`src/bclru_pkg.sv`:
```
`default_nettype none

package bclru_pkg;

   localparam int BLOCK_W    = 32;
   localparam int TICK_W     = 32;
   localparam int INTERVAL_W = 16;
   localparam int SLOT_W     = 4;
   localparam int OP_W       = 2;
   localparam int KIND_W     = 2;

   localparam logic [INTERVAL_W-1:0] INTERVAL_RESET = 16'd10;

   typedef enum logic [OP_W-1:0] {
      OP_READ  = 2'd0,
      OP_WRITE = 2'd1,
      OP_FLUSH = 2'd2,
      OP_TICK  = 2'd3
   } op_type;

   typedef enum logic [KIND_W-1:0] {
      KIND_WRITEBACK  = 2'd0,
      KIND_READ       = 2'd1,
      KIND_WRITE      = 2'd2,
      KIND_FLUSH_DONE = 2'd3
   } kind_type;

   typedef struct packed {
      op_type               op;
      logic [BLOCK_W-1:0]   blk;
   } q_entry_type;

endpackage

`default_nettype wire

```
`src/bclru_if.sv`:
```
`default_nettype none

interface bclru_req_if
   import bclru_pkg::*;
   ();
   logic               valid;
   logic               ready;
   logic [OP_W-1:0]    opcode;
   logic [BLOCK_W-1:0] block_id;

   modport source (output valid, output opcode, output block_id, input ready);
   modport sink   (input valid, input opcode, input block_id, output ready);
endinterface

interface bclru_rsp_if
   import bclru_pkg::*;
   ();
   logic               valid;
   logic               ready;
   logic [KIND_W-1:0]  kind;
   logic [SLOT_W-1:0]  slot;
   logic [BLOCK_W-1:0] result_block;
   logic               hit;
   logic               fill;
   logic               last;

   modport source (output valid, output kind, output slot, output result_block,
                   output hit, output fill, output last, input ready);
   modport sink   (input valid, input kind, input slot, input result_block,
                   input hit, input fill, input last, output ready);
endinterface

`default_nettype wire

```
`src/block_cache_lru_write_back.sv`:
```
// Fully associative block-cache directory, LRU with clean-first eviction and
// timed write-back of aged dirty slots.
// req_bus: one beat per access (opcode read, write, flush all, tick; block_id).
// rsp_bus: result beats; writebacks come first, the final beat of each read,
//   write or flush has last set. A tick produces no beat.
// csr_wr_en / csr_wr_data: write the writeback interval while idle.
// Beats land in a QUEUE_DEPTH entry queue; a back-end sequencer retires them
// one at a time, taking the next only once back in idle. A tick is counted in
// idle; any other item goes to the writeback state, which emits the aged dirty
// slots (for a flush, all dirty slots, then the done beat). A miss then picks
// its victim; the act state writes back a dirty victim, then emits the result.
// The sequencer emits at most one beat per cycle, and none while rsp_bus stalls.
// Reset leaves every slot invalid, the tick count at zero, the interval at 10
// and the queue empty; no clearing pass is needed.
// A stalled rsp_bus holds its beat in the output register; the sequencer waits
// and req_bus.ready drops once the queue is full.
`default_nettype none

module block_cache_lru_write_back
   import bclru_pkg::*;
#(
   parameter int ENTRIES     = 16,
   parameter int QUEUE_DEPTH = 4
) (
   input  wire logic                  clock,
   input  wire logic                  reset,
   bclru_req_if.sink                  req_bus,
   bclru_rsp_if.source                rsp_bus,
   input  wire logic                  csr_wr_en,
   input  wire logic [INTERVAL_W-1:0] csr_wr_data
);

   q_entry_type head;
   logic        head_valid;
   logic        head_pop;

   bclru_front #(
      .DEPTH (QUEUE_DEPTH)
   ) u_front (
      .clock      (clock),
      .reset      (reset),
      .req_bus    (req_bus),
      .head       (head),
      .head_valid (head_valid),
      .head_pop   (head_pop)
   );

   bclru_back #(
      .ENTRIES (ENTRIES)
   ) u_back (
      .clock       (clock),
      .reset       (reset),
      .head        (head),
      .head_valid  (head_valid),
      .head_pop    (head_pop),
      .csr_wr_en   (csr_wr_en),
      .csr_wr_data (csr_wr_data),
      .rsp_bus     (rsp_bus)
   );

endmodule

`default_nettype wire

```
`src/bclru_front.sv`:
```
`default_nettype none

module bclru_front
   import bclru_pkg::*;
#(
   parameter int DEPTH = 4
) (
   input  wire logic   clock,
   input  wire logic   reset,
   bclru_req_if.sink   req_bus,
   output q_entry_type head,
   output logic        head_valid,
   input  wire logic   head_pop
);

   localparam int PTR_W = (DEPTH > 1) ? $clog2(DEPTH) : 1;
   localparam int CNT_W = $clog2(DEPTH + 1);

   q_entry_type        entry_ff [DEPTH];
   logic [PTR_W-1:0]   wr_ptr_ff, wr_ptr_in;
   logic [PTR_W-1:0]   rd_ptr_ff, rd_ptr_in;
   logic [CNT_W-1:0]   count_ff, count_in;
   logic               push;
   logic               pop;
   q_entry_type        push_entry;

   assign req_bus.ready = (count_ff != CNT_W'(DEPTH));
   assign head_valid    = (count_ff != '0);
   assign head          = entry_ff[rd_ptr_ff];

   assign push = req_bus.valid && req_bus.ready;
   assign pop  = head_pop && head_valid;

   // classify the beat
   always_comb begin
      push_entry.op  = op_type'(req_bus.opcode);
      push_entry.blk = req_bus.block_id;
   end

   always_comb begin
      wr_ptr_in = wr_ptr_ff;
      rd_ptr_in = rd_ptr_ff;
      count_in  = count_ff;
      if (push) begin
         wr_ptr_in = (wr_ptr_ff == PTR_W'(DEPTH - 1)) ? '0 : wr_ptr_ff + PTR_W'(1);
      end
      if (pop) begin
         rd_ptr_in = (rd_ptr_ff == PTR_W'(DEPTH - 1)) ? '0 : rd_ptr_ff + PTR_W'(1);
      end
      if (push && !pop) begin
         count_in = count_ff + CNT_W'(1);
      end else if (pop && !push) begin
         count_in = count_ff - CNT_W'(1);
      end
   end

   always_ff @(posedge clock) begin
      if (reset) begin
         wr_ptr_ff <= '0;
         rd_ptr_ff <= '0;
         count_ff  <= '0;
      end else begin
         wr_ptr_ff <= wr_ptr_in;
         rd_ptr_ff <= rd_ptr_in;
         count_ff  <= count_in;
      end
   end

   always_ff @(posedge clock) begin
      if (push) begin
         entry_ff[wr_ptr_ff] <= push_entry;
      end
   end

endmodule

`default_nettype wire

```
`src/bclru_back.sv`:
```
`default_nettype none

module bclru_back
   import bclru_pkg::*;
#(
   parameter int ENTRIES = 16
) (
   input  wire logic                  clock,
   input  wire logic                  reset,
   input  wire q_entry_type           head,
   input  wire logic                  head_valid,
   output logic                       head_pop,
   input  wire logic                  csr_wr_en,
   input  wire logic [INTERVAL_W-1:0] csr_wr_data,
   bclru_rsp_if.source                rsp_bus
);

   localparam int IDX_W = $clog2(ENTRIES);

   typedef enum logic [3:0] {
      ST_IDLE  = 4'b0001,
      ST_WBACK = 4'b0010,
      ST_PICK  = 4'b0100,
      ST_ACT   = 4'b1000
   } state_type;

   state_type               state_ff, state_in;
   op_type                  op_ff, op_in;
   logic [BLOCK_W-1:0]      blk_ff, blk_in;
   logic [ENTRIES-1:0]      mask_ff, mask_in;
   logic [ENTRIES-1:0]      hit_ff, hit_in;
   logic [ENTRIES-1:0]      crank_ff, crank_in;
   logic [IDX_W-1:0]        victim_ff, victim_in;
   logic [TICK_W-1:0]       tick_ff, tick_in;
   logic [INTERVAL_W-1:0]   interval_ff, interval_in;

   logic [ENTRIES-1:0]      valid_ff, valid_in;
   logic [ENTRIES-1:0]      dirty_ff, dirty_in;
   logic [BLOCK_W-1:0]      tag_ff   [ENTRIES];
   logic [BLOCK_W-1:0]      tag_in   [ENTRIES];
   logic [TICK_W-1:0]       stamp_ff [ENTRIES];
   logic [TICK_W-1:0]       stamp_in [ENTRIES];
   logic [IDX_W-1:0]        rank_ff  [ENTRIES];
   logic [IDX_W-1:0]        rank_in  [ENTRIES];

   logic                    rsp_valid_ff, rsp_valid_in;
   kind_type                rsp_kind_ff, rsp_kind_in;
   logic [SLOT_W-1:0]       rsp_slot_ff, rsp_slot_in;
   logic [BLOCK_W-1:0]      rsp_block_ff, rsp_block_in;
   logic                    rsp_hit_ff, rsp_hit_in;
   logic                    rsp_fill_ff, rsp_fill_in;
   logic                    rsp_last_ff, rsp_last_in;

   logic                    out_free;
   logic [ENTRIES-1:0]      age_due;
   logic [ENTRIES-1:0]      head_hit;
   logic [IDX_W-1:0]        wb_idx;
   logic                    mask_any;
   logic [IDX_W-1:0]        hit_idx;
   logic                    hit_any;
   logic [IDX_W-1:0]        first_inv;
   logic                    inv_any;
   logic [ENTRIES-1:0]      crank_calc;
   logic [IDX_W-1:0]        top_rank;
   logic [IDX_W-1:0]        rank_idx;
   logic [IDX_W-1:0]        victim_calc;
   logic [IDX_W-1:0]        tgt;
   logic [IDX_W-1:0]        old_rank;
   logic [TICK_W-1:0]       interval_ext;

   function automatic logic [SLOT_W-1:0] to_slot(input logic [IDX_W-1:0] idx);
      logic [IDX_W+SLOT_W-1:0] ext;
      ext = {{SLOT_W{1'b0}}, idx};
      return ext[SLOT_W-1:0];
   endfunction

   assign out_free     = !rsp_valid_ff || rsp_bus.ready;
   assign interval_ext = {{(TICK_W - INTERVAL_W){1'b0}}, interval_ff};

   assign rsp_bus.valid        = rsp_valid_ff;
   assign rsp_bus.kind         = rsp_kind_ff;
   assign rsp_bus.slot         = rsp_slot_ff;
   assign rsp_bus.result_block = rsp_block_ff;
   assign rsp_bus.hit          = rsp_hit_ff;
   assign rsp_bus.fill         = rsp_fill_ff;
   assign rsp_bus.last         = rsp_last_ff;

   always_comb begin
      for (int i = 0; i < ENTRIES; i++) begin
         age_due[i]  = (tick_ff - stamp_ff[i]) >= interval_ext;
         head_hit[i] = valid_ff[i] && (tag_ff[i] == head.blk);
      end
   end

   always_comb begin
      wb_idx    = '0;
      hit_idx   = '0;
      first_inv = '0;
      for (int i = ENTRIES - 1; i >= 0; i--) begin
         if (mask_ff[i]) begin
            wb_idx = IDX_W'(i);
         end
         if (hit_ff[i]) begin
            hit_idx = IDX_W'(i);
         end
         if (!valid_ff[i]) begin
            first_inv = IDX_W'(i);
         end
      end
      mask_any = |mask_ff;
      hit_any  = |hit_ff;
      inv_any  = !(&valid_ff);
   end

   always_comb begin
      for (int r = 0; r < ENTRIES; r++) begin
         crank_calc[r] = 1'b0;
         for (int i = 0; i < ENTRIES; i++) begin
            if (valid_ff[i] && !dirty_ff[i] && (rank_ff[i] == IDX_W'(r))) begin
               crank_calc[r] = 1'b1;
            end
         end
      end
   end

   always_comb begin
      top_rank = IDX_W'(ENTRIES - 1);
      for (int r = ENTRIES - 1; r >= 0; r--) begin
         if (crank_ff[r] && (crank_ff >> r) == ENTRIES'(1)) begin
            top_rank = IDX_W'(r);
         end
      end
      rank_idx = '0;
      for (int i = ENTRIES - 1; i >= 0; i--) begin
         if (valid_ff[i] && (rank_ff[i] == top_rank)) begin
            rank_idx = IDX_W'(i);
         end
      end
      victim_calc = inv_any ? first_inv : rank_idx;
   end

   assign tgt      = hit_any ? hit_idx : victim_ff;
   assign old_rank = valid_ff[tgt] ? rank_ff[tgt] : IDX_W'(ENTRIES - 1);

   always_comb begin
      state_in     = state_ff;
      op_in        = op_ff;
      blk_in       = blk_ff;
      mask_in      = mask_ff;
      hit_in       = hit_ff;
      crank_in     = crank_ff;
      victim_in    = victim_ff;
      tick_in      = tick_ff;
      interval_in  = interval_ff;
      valid_in     = valid_ff;
      dirty_in     = dirty_ff;
      tag_in       = tag_ff;
      stamp_in     = stamp_ff;
      rank_in      = rank_ff;
      rsp_valid_in = rsp_valid_ff && !rsp_bus.ready;
      rsp_kind_in  = rsp_kind_ff;
      rsp_slot_in  = rsp_slot_ff;
      rsp_block_in = rsp_block_ff;
      rsp_hit_in   = rsp_hit_ff;
      rsp_fill_in  = rsp_fill_ff;
      rsp_last_in  = rsp_last_ff;
      head_pop     = 1'b0;

      if (csr_wr_en) begin
         interval_in = csr_wr_data;
      end

      unique case (state_ff)
         ST_IDLE: begin
            if (head_valid) begin
               head_pop = 1'b1;
               if (head.op == OP_TICK) begin
                  tick_in = tick_ff + TICK_W'(1);
               end else begin
                  op_in    = head.op;
                  blk_in   = head.blk;
                  mask_in  = valid_ff & dirty_ff &
                             ((head.op == OP_FLUSH) ? {ENTRIES{1'b1}} : age_due);
                  hit_in   = head_hit;
                  state_in = ST_WBACK;
               end
            end
         end
         ST_WBACK: begin
            if (mask_any) begin
               if (out_free) begin
                  rsp_valid_in     = 1'b1;
                  rsp_kind_in      = KIND_WRITEBACK;
                  rsp_slot_in      = to_slot(wb_idx);
                  rsp_block_in     = tag_ff[wb_idx];
                  rsp_hit_in       = 1'b0;
                  rsp_fill_in      = 1'b0;
                  rsp_last_in      = 1'b0;
                  dirty_in[wb_idx] = 1'b0;
                  mask_in[wb_idx]  = 1'b0;
               end
            end else if (op_ff == OP_FLUSH) begin
               if (out_free) begin
                  rsp_valid_in = 1'b1;
                  rsp_kind_in  = KIND_FLUSH_DONE;
                  rsp_slot_in  = '0;
                  rsp_block_in = '0;
                  rsp_hit_in   = 1'b0;
                  rsp_fill_in  = 1'b0;
                  rsp_last_in  = 1'b1;
                  state_in     = ST_IDLE;
               end
            end else if (hit_any) begin
               state_in = ST_ACT;
            end else begin
               crank_in = crank_calc;
               state_in = ST_PICK;
            end
         end
         ST_PICK: begin
            victim_in = victim_calc;
            state_in  = ST_ACT;
         end
         ST_ACT: begin
            if (out_free) begin
               if (!hit_any && valid_ff[tgt] && dirty_ff[tgt]) begin
                  // evict the dirty victim first
                  rsp_valid_in  = 1'b1;
                  rsp_kind_in   = KIND_WRITEBACK;
                  rsp_slot_in   = to_slot(tgt);
                  rsp_block_in  = tag_ff[tgt];
                  rsp_hit_in    = 1'b0;
                  rsp_fill_in   = 1'b0;
                  rsp_last_in   = 1'b0;
                  dirty_in[tgt] = 1'b0;
               end else begin
                  for (int i = 0; i < ENTRIES; i++) begin
                     if ((IDX_W'(i) != tgt) && valid_ff[i] && (rank_ff[i] < old_rank) &&
                         (rank_ff[i] < IDX_W'(ENTRIES - 1))) begin
                        rank_in[i] = rank_ff[i] + IDX_W'(1);
                     end
                  end
                  rank_in[tgt] = '0;
                  if (hit_any) begin
                     if ((op_ff == OP_WRITE) && !dirty_ff[tgt]) begin
                        dirty_in[tgt] = 1'b1;
                        stamp_in[tgt] = tick_ff;
                     end
                  end else begin
                     valid_in[tgt] = 1'b1;
                     tag_in[tgt]   = blk_ff;
                     dirty_in[tgt] = (op_ff == OP_WRITE);
                     if (op_ff == OP_WRITE) begin
                        stamp_in[tgt] = tick_ff;
                     end
                  end
                  rsp_valid_in = 1'b1;
                  rsp_kind_in  = (op_ff == OP_WRITE) ? KIND_WRITE : KIND_READ;
                  rsp_slot_in  = to_slot(tgt);
                  rsp_block_in = blk_ff;
                  rsp_hit_in   = hit_any;
                  rsp_fill_in  = !hit_any && (op_ff == OP_READ);
                  rsp_last_in  = 1'b1;
                  state_in     = ST_IDLE;
               end
            end
         end
         default: begin
            state_in = ST_IDLE;
         end
      endcase
   end

   always_ff @(posedge clock) begin
      if (reset) begin
         state_ff     <= ST_IDLE;
         tick_ff      <= '0;
         interval_ff  <= INTERVAL_RESET;
         valid_ff     <= '0;
         dirty_ff     <= '0;
         rsp_valid_ff <= 1'b0;
         for (int i = 0; i < ENTRIES; i++) begin
            rank_ff[i] <= '0;
         end
      end else begin
         state_ff     <= state_in;
         tick_ff      <= tick_in;
         interval_ff  <= interval_in;
         valid_ff     <= valid_in;
         dirty_ff     <= dirty_in;
         rsp_valid_ff <= rsp_valid_in;
         rank_ff      <= rank_in;
      end
   end

   always_ff @(posedge clock) begin
      op_ff        <= op_in;
      blk_ff       <= blk_in;
      mask_ff      <= mask_in;
      hit_ff       <= hit_in;
      crank_ff     <= crank_in;
      victim_ff    <= victim_in;
      tag_ff       <= tag_in;
      stamp_ff     <= stamp_in;
      rsp_kind_ff  <= rsp_kind_in;
      rsp_slot_ff  <= rsp_slot_in;
      rsp_block_ff <= rsp_block_in;
      rsp_hit_ff   <= rsp_hit_in;
      rsp_fill_ff  <= rsp_fill_in;
      rsp_last_ff  <= rsp_last_in;
   end

`ifndef SYNTHESIS
   a_dirty_needs_valid: assert property (@(posedge clock) disable iff (reset)
      (dirty_ff & ~valid_ff) == '0)
      else $error("dirty slot is not valid");

   a_writeback_cleans: assert property (@(posedge clock) disable iff (reset)
      (state_ff == ST_WBACK && mask_any && out_free) |=> !dirty_ff[$past(wb_idx)])
      else $error("written back slot still dirty");

   a_single_hit: assert property (@(posedge clock) disable iff (reset)
      (state_ff == ST_ACT) |-> $onehot0(hit_ff))
      else $error("block cached in more than one slot");
`endif

endmodule

`default_nettype wire

```
`src/flat_wrapper.sv`:
```
// flat-port wrapper written by rule: the top's interface ports become plain ports
module block_cache_lru_write_back_flat import bclru_pkg::*;
#(
   parameter int ENTRIES     = 16,
   parameter int QUEUE_DEPTH = 4
)
  (clock, reset, csr_wr_en, csr_wr_data, req_bus_valid, req_bus_opcode, req_bus_block_id, req_bus_ready, rsp_bus_valid, rsp_bus_kind, rsp_bus_slot, rsp_bus_result_block, rsp_bus_hit, rsp_bus_fill, rsp_bus_last, rsp_bus_ready);
  bclru_req_if req_bus_i ();
  bclru_rsp_if rsp_bus_i ();
  input  wire logic clock;
  input  wire logic reset;
  input  wire logic csr_wr_en;
  input  wire logic [INTERVAL_W-1:0] csr_wr_data;
  input wire logic [$bits(req_bus_i.valid)-1:0] req_bus_valid;
  input wire logic [$bits(req_bus_i.opcode)-1:0] req_bus_opcode;
  input wire logic [$bits(req_bus_i.block_id)-1:0] req_bus_block_id;
  output wire logic [$bits(req_bus_i.ready)-1:0] req_bus_ready;
  output wire logic [$bits(rsp_bus_i.valid)-1:0] rsp_bus_valid;
  output wire logic [$bits(rsp_bus_i.kind)-1:0] rsp_bus_kind;
  output wire logic [$bits(rsp_bus_i.slot)-1:0] rsp_bus_slot;
  output wire logic [$bits(rsp_bus_i.result_block)-1:0] rsp_bus_result_block;
  output wire logic [$bits(rsp_bus_i.hit)-1:0] rsp_bus_hit;
  output wire logic [$bits(rsp_bus_i.fill)-1:0] rsp_bus_fill;
  output wire logic [$bits(rsp_bus_i.last)-1:0] rsp_bus_last;
  input wire logic [$bits(rsp_bus_i.ready)-1:0] rsp_bus_ready;
  assign req_bus_i.valid = req_bus_valid;
  assign req_bus_i.opcode = req_bus_opcode;
  assign req_bus_i.block_id = req_bus_block_id;
  assign req_bus_ready = req_bus_i.ready;
  assign rsp_bus_valid = rsp_bus_i.valid;
  assign rsp_bus_kind = rsp_bus_i.kind;
  assign rsp_bus_slot = rsp_bus_i.slot;
  assign rsp_bus_result_block = rsp_bus_i.result_block;
  assign rsp_bus_hit = rsp_bus_i.hit;
  assign rsp_bus_fill = rsp_bus_i.fill;
  assign rsp_bus_last = rsp_bus_i.last;
  assign rsp_bus_i.ready = rsp_bus_ready;
  block_cache_lru_write_back #(.ENTRIES(ENTRIES), .QUEUE_DEPTH(QUEUE_DEPTH)) u_core (.clock(clock), .reset(reset), .req_bus(req_bus_i), .rsp_bus(rsp_bus_i), .csr_wr_en(csr_wr_en), .csr_wr_data(csr_wr_data));
endmodule
```
`config.mk`:
```
export PLATFORM = sky130hd
export DESIGN_NAME = block_cache_lru_write_back_flat
export DESIGN_NICKNAME = d
export VERILOG_FILES = /design/src/bclru_pkg.sv /design/src/bclru_if.sv /design/src/block_cache_lru_write_back.sv /design/src/bclru_front.sv /design/src/bclru_back.sv /design/src/flat_wrapper.sv
export SDC_FILE = /design/constraint.sdc
export NUM_CORES = 2
export LEC_CHECK = 0
export BUFFER_PORTS_ARGS = -buffer_cell sky130_fd_sc_hd__buf_4
export CORE_UTILIZATION = 25
export CTS_BUF_LIST = sky130_fd_sc_hd__clkbuf_2
export CTS_CLUSTER_DIAMETER = 150
export CTS_CLUSTER_SIZE = 14
export DETAILED_ROUTE_END_ITERATION = 7
export SETUP_SLACK_MARGIN = 0.1
export SLEW_MARGIN = 20
export SYNTH_ARGS = -nofsm -noshare
export SYNTH_HDL_FRONTEND = slang
export SYNTH_HIERARCHICAL = 1
export SYNTH_SLANG_ARGS = --single-unit
```
`constraint.sdc`:
```
create_clock -name clock -period 7.1 [get_ports clock]
set_clock_uncertainty 0.15 [all_clocks]
set_input_delay 1.42 -clock clock [delete_from_list [all_inputs] [get_ports clock]]
set_output_delay 1.42 -clock clock [all_outputs]
set_load 0.01 [all_outputs]
```
==> results_dict.tcl <==
set metrics [dict create \
    yosys.area.top_type "edfxtp_1" \
    cts_buffers 113 \
    drc_errors 0 \
    hold_ws_ns 0.214 \
    cpPeakStageDelay_ns 0.58 \
    final.setup.tns_ns 0 \
    cp-end-kind "register" \
    clkTransAtPathRegs_ns 0.32 \
    start_kind "register" \
    route.vias.total 91084 \
    cts_root_buf "clkbuf_2" \
    setup_ws_ns 0.776 \
    crit_type "register to register" \
    overflow 0 \
    outcome "finished clean" \
    r2r_start "u_core/u_back/stamp_ff[97]" \
    viasPerCell 5.48 \
    port_buffers 97 \
    p_leak_nw 43.3 \
    ios 98 \
    clk_latency_ns 1.90 \
    pwr_density_cell_nw_per_um2 253 \
    fin_crit_ns 6.32 \
    yosys.area.top_type_share_pct 37.6 \
    fmax_mhz 158 \
    area_growth_pct 9.56 \
    die_area_um2 414000 \
    post-place-ws_ns 0.943 \
    cp-endpoint "u_core/u_back/mask_ff[12]" \
    fillers 43550 \
    routed_wl_mm 425 \
    register_area_um2 41900 \
    ir_drop_v 0.000550 \
    syn_inst 11052 \
    initial_core_util_pct 25.1 \
    cts_setup_buffers 0 \
    num_rows 235 \
    syn_nets 11995 \
    die_h_um 644 \
    core_um2 410000 \
    cp_top_family "compound AO/OA/AOI/OAI gates" \
    antenna_left 0 \
    period_share_pct 89.1 \
    wl_per_cell_um 25.6 \
    dp_hpwl_mm 297 \
    cp-startpoint "u_core/u_back/stamp_ff[97]" \
    r2r_slack_ns 0.78 \
    critPathBufInv 1 \
    critical_path.cell_chain "inv_1 -> ha_1 -> nor2b_1 -> o31a_1 -> o31ai_1 -> a21oi_1 -> a31oi_1 -> nor2b_1 -> o21ai_0 -> nor2b_1 -> xnor2_1 -> ha_1 -> a221oi_1 -> nand3_1 -> a2111oi_0 -> nand4_1 -> a2111oi_0 -> nand3_1 -> or4_1 -> or4_1 -> nor4_1 -> a31oi_1" \
    drt-initial-drc-count 12673 \
    grt_max_degree 155 \
    synth_top_flop_cell "edfxtp_1" \
    cts_max_level 3 \
    slew_violations 0 \
    hold_depth 0 \
    ys_top_cells_by_area "edfxtp_1, ha_1, xnor2_1, nand2_1, nand3_1" \
    gr-usage-all-layers_pct 19.6 \
    crit_top_cell "nor2b_1" \
    synth.distinct_cells 115 \
    hold_viol_final 0 \
    tightest_slew_ns 1.25 \
    grt_first_pass_wirelength_mm 607 \
    final_nets 12022 \
    clkSinkCount 1445 \
    postSynth.asyncResetShare_pct 0 \
    yosysMostFrequentCell "nand2_1" \
    final_util_pct 27.5 \
    rr_endpoint "u_core/u_back/mask_ff[12]" \
    cp.arrival_ns 7.82 \
    cts_buffer_depth 3 \
    slew_headroom_pct 16.1 \
    worstHoldPathType "register to register" \
    drive_gt1_share_pct 6.59 \
    syn_area_per_cell_um2 9.31 \
    firstDrtPassIters 7 \
    required_ns 8.60 \
    synth_edf_count 1287 \
    reg2reg_depth 22 \
    drv_cap 0 \
    synth_common_cells "nand2_1, edfxtp_1, ha_1, inv_1, nand3_1" \
    crit_path_max_fanout 5 \
    ys_seq_area_share_pct 40.6 \
    crit_slowest_cell "a31oi_1" \
    grt_antenna_before_repair 38 \
    grt_pass1_vias 83744 \
    synth_warnings 6 \
    setup_viol 0 \
    syn_area_um2 103000 \
    cts_tree "built" \
    multi_input_area_um2 56700 \
    cp.depth 22 \
    rsz0062_at_grt "no" \
    die_x_um 644 \
    ys_ff_latch 1445 \
    gp_congestion 1.05 \
]
power breakdown:
group          internal (mW)  total [mW]  switching, mW
combinational           3.75        13.9           10.1
clock                  0.701        3.75           3.05
sequential              10.1        10.9          0.777
total                   14.6        28.5           13.9
worst reg2reg max path: cells and delay by family, from the launching register on:
kind,cells,cell delay (ns)
buffers and inverters,1,0.11
DFF,1,0.43
xor gates and xnor gates,1,0.15
adders and majority gates,2,0.51
AOI/OAI and AO/OA,9,2.72
and+or+nand+nor,9,2.03
per-stage QoR:
stage | cell area (um^2) | cells | total power [mW]
2_1_floorplan | 103000 | 11052 | 18.5
3_3_place_gp | 111000 | 16330 | 24.2
3_5_place_dp | 111000 | 16331 | 24.2
4_1_cts | 113000 | 16608 | 28.0
5_1_grt | 113000 | 16618 | 29.2
6_report | 113000 | 16634 | 28.5
logic make-up (layout without fill, tap and decap cells):
group | after synthesis | after routing | share of synthesized area (%)
xor gates and xnor gates | 863 | 863 | 7.34
other | 0 | 22 | 0
AOI/OAI and AO/OA | 2429 | 2429 | 15.9
and+or+nand+nor | 4072 | 4072 | 19.0
DFF | 1445 | 1445 | 40.6
muxes | 117 | 117 | 1.57
buffers and inverters | 1238 | 1347 | 4.65
adders and majority gates | 888 | 888 | 10.9
flip-flops by register name (all words and copies together), names as in the netlist, 4 cells and up, named ones only:
signal,flops
u_core/u_back/blk_ff,32
u_core/u_back/crank_ff,16
u_core/u_back/dirty_ff,16
u_core/u_back/hit_ff,16
u_core/u_back/interval_ff,16
u_core/u_back/mask_ff,16
u_core/u_back/rank_ff,64
u_core/u_back/rsp_bus.result_block,32
u_core/u_back/rsp_bus.slot,4
u_core/u_back/stamp_ff,512
u_core/u_back/state_ff,4
u_core/u_back/tag_ff,512
u_core/u_back/tick_ff,32
u_core/u_back/valid_ff,16
u_core/u_back/victim_ff,4
u_core/u_front/entry_ff,136
worst min-delay path by stage:
| stage | from | to | slack [ns] |
|---|---|---|---|
| final | u_core/u_back/tick_ff[17] | u_core/u_back/stamp_ff[401] | 0.21 |
| after global routing | req_bus_block_id[5] | u_core/u_front/entry_ff[3][5] | 0.11 |
| after CTS | req_bus_opcode[1] | u_core/u_front/entry_ff[0][33] | 0.02 |
| after detailed placement | u_core/u_back/interval_ff[6] | u_core/u_back/interval_ff[6] | 0.33 |
| after global placement | u_core/u_back/interval_ff[8] | u_core/u_back/interval_ff[8] | 0.32 |
| after floorplan | u_core/u_back/interval_ff[10] | u_core/u_back/interval_ff[10] | 0.31 |
what timing repair did:
action	CTS	global route
resized for setup	0	0
hold buffers	80	0
endpoints found under the hold margin	189	0
cells in the final DEF (no fill, tap or decap), types with 149 or more instances in the layout:
| cell type | synthesis | final |
|---|---|---|
| a21o_1 | 250 | 249 |
| a21oi_1 | 663 | 660 |
| and3_1 | 149 | 149 |
| buf_4 | 6 | 265 |
| clkbuf_2 | 1 | 188 |
| edfxtp_1 | 1287 | 1287 |
| ha_1 | 871 | 871 |
| inv_1 | 779 | 771 |
| nand2_1 | 1515 | 1510 |
| nand2b_1 | 152 | 152 |
| nand3_1 | 732 | 732 |
| nand4_1 | 218 | 218 |
| nor2_1 | 546 | 520 |
| nor3_1 | 236 | 236 |
| nor4_1 | 162 | 160 |
| o21ai_0 | 376 | 375 |
| xnor2_1 | 697 | 697 |
| xor2_1 | 166 | 166 |
cell type report:
type,instances,area share (%)
multi-input cells,8369,50.3
inverters,779,2.60
clock buffers,188,0.834
diodes,22,0.0488
well taps,5451,6.05
flip-flops and latches,1445,37.1
clock inverters,9,0.0688
repair buffers,371,2.96
metal layers:
| metal | part of all wire [%] | up-vias | track usage [%] |
|---|---|---|---|
| met5 | 0.055 | - | 0.162 |
| met4 | 6.5 | 26 | 10.7 |
| met3 | 10 | 1157 | 4.20 |
| met2 | 43 | 5249 | 29.8 |
| met1 | 41 | 44077 | 25.9 |
| li1 | - | 40575 | - |
No activity file was read; power rests on OpenSTA's default activity.
